==> config.mk <==
export PLATFORM = sky130hd
export DESIGN_NAME = keypad_code_lock_controller
export DESIGN_NICKNAME = d
export VERILOG_FILES = /design/src/hdl/kcl_pkg.sv /design/src/hdl/kcl_cfg.sv /design/src/hdl/kcl_core.sv /design/src/hdl/keypad_code_lock_controller.sv
export SDC_FILE = /design/constraint.sdc
export NUM_CORES = 1
export LEC_CHECK = 0
export BUFFER_PORTS_ARGS = -buffer_cell sky130_fd_sc_hd__buf_2
export CAP_MARGIN = 20
export CORE_AREA = 3 3 172 174
export DETAILED_ROUTE_END_ITERATION = 8
export DIE_AREA = 0 0 175 177
export GPL_ROUTABILITY_DRIVEN = 1
export PLACE_DENSITY = 0.64
export SYNTH_ARGS = -nofsm -noshare
export SYNTH_HDL_FRONTEND = slang
export SYNTH_SLANG_ARGS = --single-unit
==> constraint.sdc <==
create_clock -name clk -period 5.7 [get_ports clk]
set_clock_uncertainty 0.15 [all_clocks]
set_input_delay 1.71 -clock clk [delete_from_list [all_inputs] [get_ports clk]]
set_output_delay 1.71 -clock clk [all_outputs]
set_load 0.05 [all_outputs]
==> src/hdl/kcl_pkg.sv <==
package kcl_pkg;

  localparam int CODE_DIGITS = 5;
  localparam int CNT_W       = (CODE_DIGITS > 1) ? $clog2(CODE_DIGITS) : 1;
  localparam int KEY_W       = 8;
  localparam int TICKS_W     = 16;
  localparam int ATT_W       = 4;
  localparam int KEYS_OUT_W  = 3;

  localparam logic [KEY_W-1:0]   KEY_OPEN    = 8'h2B;
  localparam logic [KEY_W-1:0]   KEY_CHANGE  = 8'h2D;
  localparam logic [KEY_W-1:0]   KEY_CLOSE   = 8'h0D;
  localparam logic               KIND_TICK   = 1'b1;
  localparam logic [ATT_W-1:0]   ATT_SAT     = 4'hF;
  localparam logic [TICKS_W-1:0] TICKS_RESET = 16'd1000;
  localparam logic [ATT_W-1:0]   ATT_RESET   = 4'd3;

  typedef logic [KEY_W-1:0] code_t [CODE_DIGITS];

  typedef enum logic [3:0] {
    M_SETUP      = 4'd0,
    M_SETUP_CONF = 4'd1,
    M_MENU       = 4'd2,
    M_OPEN_ENTRY = 4'd3,
    M_OLD_ENTRY  = 4'd4,
    M_NEW_ENTRY  = 4'd5,
    M_NEW_CONF   = 4'd6,
    M_DOOR       = 4'd7,
    M_ALARM      = 4'd8
  } mode_t;

  typedef enum logic [2:0] {
    EV_NONE      = 3'd0,
    EV_MATCH     = 3'd1,
    EV_WRONG     = 3'd2,
    EV_CONF_BAD  = 3'd3,
    EV_SAVED     = 3'd4,
    EV_ALARM_END = 3'd5
  } event_t;

  // register indexes on the config port
  typedef enum logic {
    REG_LOCKOUT_TICKS = 1'b0,
    REG_MAX_ATTEMPTS  = 1'b1
  } reg_idx_t;

  typedef struct packed {
    logic [TICKS_W-1:0] lockout_ticks;
    logic [ATT_W-1:0]   max_attempts;
  } cfg_t;

  typedef struct packed {
    event_t                event_res;
    logic [KEYS_OUT_W-1:0] keys_entered;
    logic                  alarm_on;
    logic                  door_open;
    mode_t                 mode;
  } result_t;

endpackage

==> src/hdl/kcl_cfg.sv <==
module kcl_cfg (
  input  logic              clk,
  input  logic              rst_n,
  input  logic              psel,
  input  logic              penable,
  input  logic              pwrite,
  input  logic [2:0]        paddr,
  input  logic [31:0]       pwdata,
  output logic [31:0]       prdata,
  output kcl_pkg::cfg_t     cfg
);

  kcl_pkg::cfg_t     cfg_r;
  kcl_pkg::cfg_t     cfg_nxt;
  kcl_pkg::reg_idx_t idx;
  logic              wr_en;

  assign idx   = kcl_pkg::reg_idx_t'(paddr[2]);
  assign wr_en = psel & penable & pwrite;

  always_comb begin
    cfg_nxt = cfg_r;
    if (wr_en) begin
      case (idx)
        kcl_pkg::REG_LOCKOUT_TICKS: cfg_nxt.lockout_ticks = pwdata[kcl_pkg::TICKS_W-1:0];
        kcl_pkg::REG_MAX_ATTEMPTS:  cfg_nxt.max_attempts  = pwdata[kcl_pkg::ATT_W-1:0];
        default: cfg_nxt = cfg_r;
      endcase
    end
  end

  always_comb begin
    case (idx)
      kcl_pkg::REG_LOCKOUT_TICKS:
        prdata = {{(32 - kcl_pkg::TICKS_W){1'b0}}, cfg_r.lockout_ticks};
      kcl_pkg::REG_MAX_ATTEMPTS:
        prdata = {{(32 - kcl_pkg::ATT_W){1'b0}}, cfg_r.max_attempts};
      default: prdata = '0;
    endcase
  end

  always_ff @(posedge clk) begin
    if (!rst_n) begin
      cfg_r.lockout_ticks <= kcl_pkg::TICKS_RESET;
      cfg_r.max_attempts  <= kcl_pkg::ATT_RESET;
    end else begin
      cfg_r <= cfg_nxt;
    end
  end

  assign cfg = cfg_r;

endmodule

==> src/hdl/kcl_core.sv <==
module kcl_core (
  input  logic                         clk,
  input  logic                         rst_n,
  input  logic                         step,
  input  logic                         kind,
  input  logic [kcl_pkg::KEY_W-1:0]    key,
  input  kcl_pkg::cfg_t                cfg,
  output kcl_pkg::result_t             res
);

  localparam logic [kcl_pkg::CNT_W-1:0] CNT_LAST = kcl_pkg::CNT_W'(kcl_pkg::CODE_DIGITS - 1);

  kcl_pkg::mode_t                  mode_r, mode_nxt;
  logic [kcl_pkg::CNT_W-1:0]       cnt_r, cnt_nxt;
  logic                            valid_r, valid_nxt;
  logic [kcl_pkg::ATT_W-1:0]       wrong_r, wrong_nxt, wrong_inc;
  logic [kcl_pkg::TICKS_W-1:0]     alarm_r, alarm_nxt;
  kcl_pkg::event_t                 ev;

  kcl_pkg::code_t stored_r;
  kcl_pkg::code_t entry_r;
  kcl_pkg::code_t first_r;
  kcl_pkg::code_t entry_new;

  logic wr_entry, wr_first, save;
  logic last_digit, match_stored, match_first;

  // entry as it stands with the current key in place
  always_comb begin
    for (int i = 0; i < kcl_pkg::CODE_DIGITS; i++) begin
      entry_new[i] = (cnt_r == kcl_pkg::CNT_W'(i)) ? key : entry_r[i];
    end
  end

  always_comb begin
    match_stored = valid_r;
    match_first  = 1'b1;
    for (int i = 0; i < kcl_pkg::CODE_DIGITS; i++) begin
      if (entry_new[i] != stored_r[i]) match_stored = 1'b0;
      if (entry_new[i] != first_r[i])  match_first  = 1'b0;
    end
  end

  assign last_digit = (cnt_r == CNT_LAST);
  assign wrong_inc  = (wrong_r == kcl_pkg::ATT_SAT) ? wrong_r : wrong_r + 1'b1;

  // next state
  always_comb begin
    mode_nxt  = mode_r;
    cnt_nxt   = cnt_r;
    valid_nxt = valid_r;
    wrong_nxt = wrong_r;
    alarm_nxt = alarm_r;
    ev        = kcl_pkg::EV_NONE;
    wr_entry  = 1'b0;
    wr_first  = 1'b0;
    save      = 1'b0;
    if (kind == kcl_pkg::KIND_TICK) begin
      if (mode_r == kcl_pkg::M_ALARM) begin
        if (alarm_r <= kcl_pkg::TICKS_W'(1)) begin
          alarm_nxt = '0;
          wrong_nxt = '0;
          cnt_nxt   = '0;
          mode_nxt  = kcl_pkg::M_MENU;
          ev        = kcl_pkg::EV_ALARM_END;
        end else begin
          alarm_nxt = alarm_r - 1'b1;
        end
      end
    end else begin
      case (mode_r)
        kcl_pkg::M_SETUP, kcl_pkg::M_NEW_ENTRY: begin
          wr_first = 1'b1;
          cnt_nxt  = last_digit ? '0 : cnt_r + 1'b1;
          if (last_digit) begin
            mode_nxt = (mode_r == kcl_pkg::M_SETUP) ? kcl_pkg::M_SETUP_CONF
                                                     : kcl_pkg::M_NEW_CONF;
          end
        end
        kcl_pkg::M_SETUP_CONF, kcl_pkg::M_NEW_CONF: begin
          wr_entry = 1'b1;
          cnt_nxt  = last_digit ? '0 : cnt_r + 1'b1;
          if (last_digit) begin
            if (match_first) begin
              save      = 1'b1;
              valid_nxt = 1'b1;
              mode_nxt  = kcl_pkg::M_MENU;
              ev        = kcl_pkg::EV_SAVED;
            end else begin
              mode_nxt = (mode_r == kcl_pkg::M_SETUP_CONF) ? kcl_pkg::M_SETUP
                                                            : kcl_pkg::M_NEW_ENTRY;
              ev       = kcl_pkg::EV_CONF_BAD;
            end
          end
        end
        kcl_pkg::M_MENU: begin
          cnt_nxt = '0;
          if (key == kcl_pkg::KEY_OPEN) begin
            mode_nxt = kcl_pkg::M_OPEN_ENTRY;
          end else if (key == kcl_pkg::KEY_CHANGE) begin
            mode_nxt = kcl_pkg::M_OLD_ENTRY;
          end
        end
        kcl_pkg::M_OPEN_ENTRY, kcl_pkg::M_OLD_ENTRY: begin
          wr_entry = 1'b1;
          cnt_nxt  = last_digit ? '0 : cnt_r + 1'b1;
          if (last_digit) begin
            if (match_stored) begin
              wrong_nxt = '0;
              mode_nxt  = (mode_r == kcl_pkg::M_OPEN_ENTRY) ? kcl_pkg::M_DOOR
                                                             : kcl_pkg::M_NEW_ENTRY;
              ev        = kcl_pkg::EV_MATCH;
            end else begin
              wrong_nxt = wrong_inc;
              ev        = kcl_pkg::EV_WRONG;
              if (wrong_inc >= cfg.max_attempts) begin
                mode_nxt  = kcl_pkg::M_ALARM;
                alarm_nxt = cfg.lockout_ticks;
              end
            end
          end
        end
        kcl_pkg::M_DOOR: begin
          if (key == kcl_pkg::KEY_CLOSE) mode_nxt = kcl_pkg::M_MENU;
        end
        default: mode_nxt = mode_r;
      endcase
    end
  end

  // result fields
  always_comb begin
    res.mode         = mode_nxt;
    res.door_open    = (mode_nxt == kcl_pkg::M_DOOR);
    res.alarm_on     = (mode_nxt == kcl_pkg::M_ALARM);
    res.keys_entered = kcl_pkg::KEYS_OUT_W'(cnt_nxt);
    res.event_res    = ev;
  end

  always_ff @(posedge clk) begin
    if (!rst_n) begin
      mode_r  <= kcl_pkg::M_SETUP;
      cnt_r   <= '0;
      valid_r <= 1'b0;
      wrong_r <= '0;
      alarm_r <= '0;
    end else if (step) begin
      mode_r  <= mode_nxt;
      cnt_r   <= cnt_nxt;
      valid_r <= valid_nxt;
      wrong_r <= wrong_nxt;
      alarm_r <= alarm_nxt;
    end
  end

  always_ff @(posedge clk) begin
    if (step) begin
      if (wr_entry) entry_r[cnt_r] <= key;
      if (wr_first) first_r[cnt_r] <= key;
      if (save)     stored_r       <= first_r;
    end
  end

endmodule

==> src/hdl/keypad_code_lock_controller.sv <==
// keypad code lock with lockout alarm
// input channel: one item per key press or time tick; in_tuser[0] is the kind
//   (0 key press, 1 tick), in_tdata[7:0] the key code (ignored for ticks)
// result channel: exactly one item per input item, in order, carrying the
//   mode, door and alarm flags, the digit count of the current entry and the
//   event that the input item caused
// config port: apb-style, lockout_ticks at 0x0, max_attempts at 0x4; write
//   only while the lock is idle; pready is tied high
// timing: an item is held in the input register; the state update and
//   five-byte code compare run between that register and the result
//   register, which takes the item when it is empty or being read; one item
//   per cycle sustained while the receiver takes every result
// reset: no code stored, setup entry mode, attempt and alarm counters cleared,
//   config back to 1000 ticks and 3 attempts
// when the receiver stalls, the result register holds, the input register
//   still takes one more item, then in_tready drops until the result is taken
module keypad_code_lock_controller (
  input  logic        clk,
  input  logic        rst_n,
  // input channel
  input  logic        in_tvalid,
  output logic        in_tready,
  input  logic [7:0]  in_tdata,   // [7:0] key
  input  logic [0:0]  in_tuser,   // [0] kind
  // result channel
  output logic        out_tvalid,
  input  logic        out_tready,
  output logic [15:0] out_tdata,  // [3:0] mode, [4] door_open, [5] alarm_on,
                                  // [8:6] keys_entered, [11:9] event_res, [15:12] zero
  // config port
  input  logic        cfg_psel,
  input  logic        cfg_penable,
  input  logic        cfg_pwrite,
  input  logic [2:0]  cfg_paddr,
  input  logic [31:0] cfg_pwdata,
  output logic [31:0] cfg_prdata,
  output logic        cfg_pready
);

  kcl_pkg::cfg_t    cfg;
  kcl_pkg::result_t res;
  kcl_pkg::result_t res_r;

  logic                      in_valid_r;
  logic                      kind_r;
  logic [kcl_pkg::KEY_W-1:0] key_r;
  logic                      out_valid_r;
  logic                      advance;

  assign cfg_pready = 1'b1;

  kcl_cfg u_cfg (
    .clk     (clk),
    .rst_n   (rst_n),
    .psel    (cfg_psel),
    .penable (cfg_penable),
    .pwrite  (cfg_pwrite),
    .paddr   (cfg_paddr),
    .pwdata  (cfg_pwdata),
    .prdata  (cfg_prdata),
    .cfg     (cfg)
  );

  // item moves from input register into result register
  assign advance   = in_valid_r & (~out_valid_r | out_tready);
  assign in_tready = ~in_valid_r | advance;

  kcl_core u_core (
    .clk   (clk),
    .rst_n (rst_n),
    .step  (advance),
    .kind  (kind_r),
    .key   (key_r),
    .cfg   (cfg),
    .res   (res)
  );

  // input register
  always_ff @(posedge clk) begin
    if (!rst_n) begin
      in_valid_r <= 1'b0;
    end else if (in_tready) begin
      in_valid_r <= in_tvalid;
    end
  end

  always_ff @(posedge clk) begin
    if (in_tready && in_tvalid) begin
      kind_r <= in_tuser[0];
      key_r  <= in_tdata;
    end
  end

  // result register
  always_ff @(posedge clk) begin
    if (!rst_n) begin
      out_valid_r <= 1'b0;
    end else if (advance) begin
      out_valid_r <= 1'b1;
    end else if (out_tready) begin
      out_valid_r <= 1'b0;
    end
  end

  always_ff @(posedge clk) begin
    if (advance) res_r <= res;
  end

  assign out_tvalid = out_valid_r;
  assign out_tdata  = {4'b0000, res_r};

endmodule

# After elaboration in Yosys (flattened, before gate mapping)
# Memories as Yosys holds them, arrays and structs flattened.
# Index checks and enable logic that the tools add are counted.
[totals] reg_bits=151 mem_bits_rw=40 inputBits=51 output_inout_bits=51 wordCells=170 memories=1
[memory_table] name="u_core.entry_r" depth=5 width=8 read_ports=5 rd_ports_with_merged_regs=0 write_ports=1 line="kcl_core.sv:21" rtl="kcl_pkg::code_t entry_r;"
[op_classes] n_addsub=3 magnitude_cmp=4 eq_ne=31 n_mux=75 n_bitwise=10 n_reduce_logical=20
[op_table] operator="$mux W16" count=7
[op_table] operator="$ne A8 B8 Y1" count=10
[op_table] operator="$mux W4" count=19
[op_table] operator="$pmux W32 S2" count=1
[op_table] operator="$mux W8" count=6
[op_table] operator="$bwmux W40" count=1
[op_table] operator="$mux W3" count=12
[op_table] operator="$demux W8 S3" count=1
[op_table] operator="$mux W1" count=23
[op_table] operator="$eq A4 B3 Y1 const B" count=5
[op_table] operator="$pmux W4 S5" count=1
[op_table] operator="$eq A8 B6 Y1 const B" count=2
[op_table] operator="$le A16 B1 Y1 const B" count=1
[op_table] operator="$sub A16 B1 Y16 const B" count=1
[op_table] operator="$eq A4 B4 Y1 const B" count=3
[op_table] operator="$pmux W3 S2" count=2
[op_table] operator="$reduce_and A5 Y1" count=2
[op_table] operator="$eq A4 B2 Y1 const B" count=2
[op_table] operator="$eq A8 B4 Y1 const B" count=1
[op_table] operator="$reduce_and A2 Y1" count=4
[op_table] operator="$reduce_bool A2 Y1" count=4
[op_table] operator="$eq A3 B2 Y1 const B" count=2
[op_table] operator="$reduce_and A6 Y1" count=1
[op_table] operator="$reduce_or A2 Y1" count=3
[op_table] operator="20 further kinds" count=29

# Depth between registers and ports, before layout
[depth] word_depth=13 depth_mapped=16 ltp_nobuf=12

# Cells and area by module
# From an unflattened synthesis, not the netlist that was laid out.
[unflattened] cells_unflattened=974 hier_area_um2=10406.2
[modules_own_cells] mod="kcl_core" instances=1 cells_per_inst=814 area_each_um2=8503.2 seq_area_each_um2=4164.0
[modules_own_cells] mod="kcl_cfg" instances=1 cells_per_inst=123 area_each_um2=1123.6 seq_area_each_um2=400.4
[modules_own_cells] mod="keypad_code_lock_controller" instances=1 cells_per_inst=37 area_each_um2=779.5 seq_area_each_um2=670.6

# Worst setup path after synthesis
# OpenSTA, ideal clock, no wires.
[synth_path] path_type="flip-flop to flip-flop" start="reg u_core.cnt_r[2] (netlist bit)" end="reg u_core.stored_r[0] (netlist bit), enable pin" setup_time_ps=489 arrival_time_ps=5566 t_required_ps=5061 path_slack_ps=-505 path_stages_with_launch=13 path_buffers=3 period_less_slack_ps=6205 path_cell_list="dfxtp_1 buf_2 buf_1 inv_1 ha_1 buf_2 mux2i_1 xnor2_1 a2111oi_0 or4b_1 nor4_2 nand2_1 nor3_1"
[synth_between] elab_chain_cells=13 elab_cells_between_ends=25 cone_classes="9 x eq/ne; 14 x mux; 2 x reduce/logical"
[synth_rtl] item="from (decl)" line="kcl_core.sv:14" rtl="logic [kcl_pkg::CNT_W-1:0] cnt_r, cnt_nxt;"
[synth_rtl] item="from (signal assigned)" line="kcl_core.sv:149" rtl="cnt_r <= cnt_nxt;"
[synth_rtl] item="$logic_not A3 Y1" line="kcl_core.sv:31" rtl="entry_new[i] = (cnt_r == kcl_pkg::CNT_W'(i)) ? key : entry_r[i];"
[synth_rtl] item="$mux W8" line="kcl_core.sv:31"
[synth_rtl] item="$ne A8 B8 Y1" line="kcl_core.sv:40" rtl="if (entry_new[i] != first_r[i]) match_first = 1'b0;"
[synth_rtl] item="$mux W1 (5 in series)" line="kcl_core.sv:40"
[synth_rtl] item="$mux W1" line="kcl_core.sv:84" rtl="if (match_first) begin"
[synth_rtl] item="$mux W1 *" line="kcl_core.sv:83" rtl="if (last_digit) begin"
[synth_rtl] item="$mux W1 *" line="kcl_core.sv:71" rtl="case (mode_r)"
[synth_rtl] item="$mux W1 *" line="kcl_core.sv:58" rtl="if (kind == kcl_pkg::KIND_TICK) begin"
[synth_rtl] item="$reduce_and A2 Y1 (no line) *"
[synth_rtl] item="to (signal assigned)" line="kcl_core.sv:160" rtl="if (save) stored_r <= first_r;"
[synth_rtl] item="to (decl)" line="kcl_core.sv:20" rtl="kcl_pkg::code_t stored_r;"
# Every way passes the cells marked *; elsewhere a longest branch is shown, timed or not.
# A chain may end at the register's enable or synchronous reset.

# Final worst setup path
[layout_path] start="reg u_core.cnt_r[0] (netlist bit)" end="reg u_core.stored_r[33] (netlist bit), enable pin"
# The elaborated chain is that of the path after synthesis.

==> impl_metrics.py <==
metrics = {
    "status": {
        "status": "finished clean",
    },
    "critical_path": {
        "end_kind": "flop",
        "worstPathRequired_ps": 5660,
        "path_cells": "inv_1, ha_1, nand2_2, nand2_1, a32o_1, a2111oi_0, nand4_1, nor4_2, nand2_1, nor3_4, buf_12",
        "cp_slowest_cell": "nor4_2",
        "r2r-start": "u_core.cnt_r[0]",
        "path_class": "flop to flop",
        "cp_max_fo": 41,
        "cp.arrival_ps": 4770,
        "critPathMaxStageDelay_ps": 650,
        "cp-startpoint": "u_core.cnt_r[0]",
        "cp_common_cell": "nand2_1",
        "critPathLaunchType": "flop",
    },
    "cts": {
        "postCtsSetupRepairBufs": 0,
        "cts_hold_buffers": 0,
        "htreeDepth": 4,
        "cts_sinks": 191,
        "cts_resized": 0,
        "clk_latency_ps": 440,
        "clkTransAtPathRegs_ps": 70,
        "cts_buffers": 17,
        "cts_buffer_depth": 2,
        "root_buffer": "clkbuf_16",
        "cts_tree": "done",
    },
    "cells_and_area": {
        "final_cell_mix": "141 x edfxtp_1, 80 x nand2_1, 62 x buf_2, 59 x nor2_1, 52 x a21oi_1",
        "fin_nets": 1048,
        "drive_gt1_frac": 0.1363,
        "final_util": 0.3982,
        "syn_to_final_growth_pct": 12.89,
        "diodes": 0,
        "finalInstanceArea_mm2": 0.01112,
        "final_common_cell": "edfxtp_1",
    },
    "synthesis": {
        "synth-edff-count": 141,
        "async_flop_share": 0,
        "synth_cell_types": 76,
        "synth_cells": 932,
        "ys_warn_count": 0,
        "synthSimpleGateAreaFrac": 0.1530,
        "synth_xor_area_frac": 0.05510,
        "yosys-mux-area-fraction": 0.04355,
        "avgSynthCellArea_um2": 10.57,
        "seq_area_frac_synth": 0.5312,
        "yosys_most_used_dff": "edfxtp_1",
        "synth_seq_cells": 191,
        "syn-cell-area_mm2": 0.009854,
        "synth_compound_area_frac": 0.1444,
        "synth_top_family_by_area": "simple AND/OR/NAND/NOR gates",
        "synth_fa_ha_area_frac": 0.01524,
    },
    "floorplanning": {
        "die-area_mm2": 0.03098,
        "rows": 61,
        "die_h_um": 177,
        "fp.coreArea_mm2": 0.02793,
        "io-pin-count": 102,
        "start_util": 0.3528,
        "die-width_um": 175,
    },
    "grt": {
        "grt_pass1_vias": 6993,
        "grt_max_degree": 42,
        "grt_pass1_wl_um": 41950,
        "overflow": 0,
        "grt_usage": 0.1763,
        "antenna_found_initial": 0,
    },
    "drt": {
        "wl_met1_um": 12180,
        "wl_per_cell_um": 19.71,
        "vias": 7499,
        "viasPerCell": 5.450,
        "wl_met3_um": 2069,
        "dr_wl_met2_um": 12280,
        "drc": 0,
        "top_layer": "met4",
        "dr.pass1.iters": 5,
        "ant_nets": 0,
        "totalWireLength_um": 27130,
        "drt_iter0_markers": 790,
    },
    "timing": {
        "min_period_ps": 4802,
        "fin_crit_sh": 0.8425,
        "fin_setup_tns_ps": 0,
        "fin_ws_ps": 897.6,
        "drv_slew": 0,
        "timing.hold.ws_ps": 309.4,
        "slew_headroom": 0.3812,
        "hold_violations": 0,
        "fmax_mhz": 208.2,
        "worst_pin_slew_ps": 924.7,
        "setup_viol": 0,
        "rsz0062_at_grt": "no",
    },
    "job": {
        "cap_violations": 0,
    },
    "placement": {
        "portBuffers": 62,
        "dp_hpwl_um": 19950,
        "gp_congestion": 0.9500,
        "dpl-instance-area_mm2": 0.01055,
        "place_worst_setup_slack_ps": 999.7,
    },
    "power": {
        "p_sw_w": 0.0007989,
        "p_clk_frac": 0.392,
        "leakagePower_nw": 4.128,
        "p_int_w": 0.002207,
        "seq_power_share": 0.509,
        "comb_power_share": 0.099,
        "peakVddDrop_v": 0.0002221,
        "power_density_mw_per_mm2": 270.2,
        "switching_share": 0.2658,
    },
    "hold_path": {
        "min_from": "u_cfg.cfg[15]",
        "hold_path_class": "flop to flop",
    },
}
power by group through the flow:
stage                     registers [W]  logic, W  clock network [W]
after floorplan                 0.00157  0.000211                  0
after global placement          0.00156  0.000292                  0
after detailed placement        0.00156  0.000293                  0
after CTS                       0.00153  0.000294            0.00121
after global routing            0.00153  0.000321            0.00126
final                           0.00153  0.000297            0.00118
layout make-up:
class | count | area (um2)
Clock buffer | 17 | 425.4
Clock inverter | 15 | 151.4
Fill cell | 2749 | 16810
Inverter | 52 | 195.2
Multi-Input combinational cell | 638 | 4149
Sequential cell | 191 | 5235
Tap cell | 378 | 473.0
Timing Repair Buffer | 85 | 495.5
synthesized netlist by cell type, types with 4 or more instances:
cell type  instances  area (um2)
edfxtp_1         141        4234
nand2_1           80       300.3
nor2_1            59       221.5
a21oi_1           52       260.3
inv_1             51       191.4
dfxtp_1           50        1001
mux2i_1           37       370.4
xnor2_1           37       324.1
clkbuf_1          35       131.4
o21ai_0           32       160.2
xor2_1            25       219.0
nand3_1           24       120.1
buf_4             22       165.2
nor3_1            17       85.08
nor4_1            16       100.1
nand2b_1          15       93.84
nor2b_1           15       93.84
nand4_1           14       87.58
ha_1              12       150.1
o22ai_1           12       75.07
a31oi_1           11       68.82
o211ai_1          10       75.07
a211oi_1           9       67.56
buf_2              9       45.04
a22oi_1            8       60.06
o221ai_1           8       70.07
o21ai_1            7       35.03
and2_1             6       37.54
or3_1              6       37.54
a21o_1             5       37.54
and3_1             5       31.28
nor3b_1            5       37.54
o31ai_1            5       37.54
o32ai_1            5       43.79
a2111oi_0          4       35.03
a221oi_1           4       35.03
a31o_1             4       35.03
mux2_2             4       45.04
o2111ai_1          4       35.03
or4_1              4       30.03
final timing paths:
check                   endpoint  slack, ps  depth (start not counted)
max          u_core.stored_r[33]        900                         11
min                u_cfg.cfg[15]        310                          2
max reg2reg  u_core.stored_r[33]        900                         11
min reg2reg        u_cfg.cfg[15]        310                          2
critical path, delay by kind of cell (launching register included):
kind | cells | cell delay, ps
simple gates | 6 | 1990
compound gates | 2 | 880
flops | 1 | 540
buf+inv | 2 | 460
fa+ha+maj | 1 | 430
state kept, by name (all words and copies together), names as in the netlist:
name,cells
kind_r,1
out_tvalid,1
u_core.wrong_r,4
u_core.valid_r,1
in_valid_r,1
u_core.first_r,40
u_core.cnt_r,3
u_core.alarm_r,16
out_tdata,12
u_core.mode_r,4
u_core.entry_r,40
u_core.stored_r,40
u_cfg.cfg,20
key_r,8
per-layer routing:
metal  vias up  track usage
met4         0      0.06117
met1      3641       0.2496
met5         -            0
li1       3497            -
met2       318       0.2674
met3        43      0.03904
metrics by stage:
| step | total power, W | cells |
|---|---|---|
| 6_report | 0.003006 | 1376 |
| 5_1_grt | 0.003115 | 1376 |
| 4_1_cts | 0.003030 | 1376 |
| 3_5_place_dp | 0.001855 | 1344 |
| 3_3_place_gp | 0.001853 | 1343 |
| 2_1_floorplan | 0.001776 | 951 |
logic make-up after synthesis:
| group | count (synthesis) |
|---|---|
| multiplexers | 42 |
| flip-flops | 191 |
| adder cells (fa/ha/maj) | 12 |
| AND/OR/NAND/NOR | 290 |
| other | 2 |
| buffers and inverters | 122 |
| AO/OA/AOI/OAI | 211 |
| XOR/XNOR | 62 |
(Power assumes the default switching activity.)
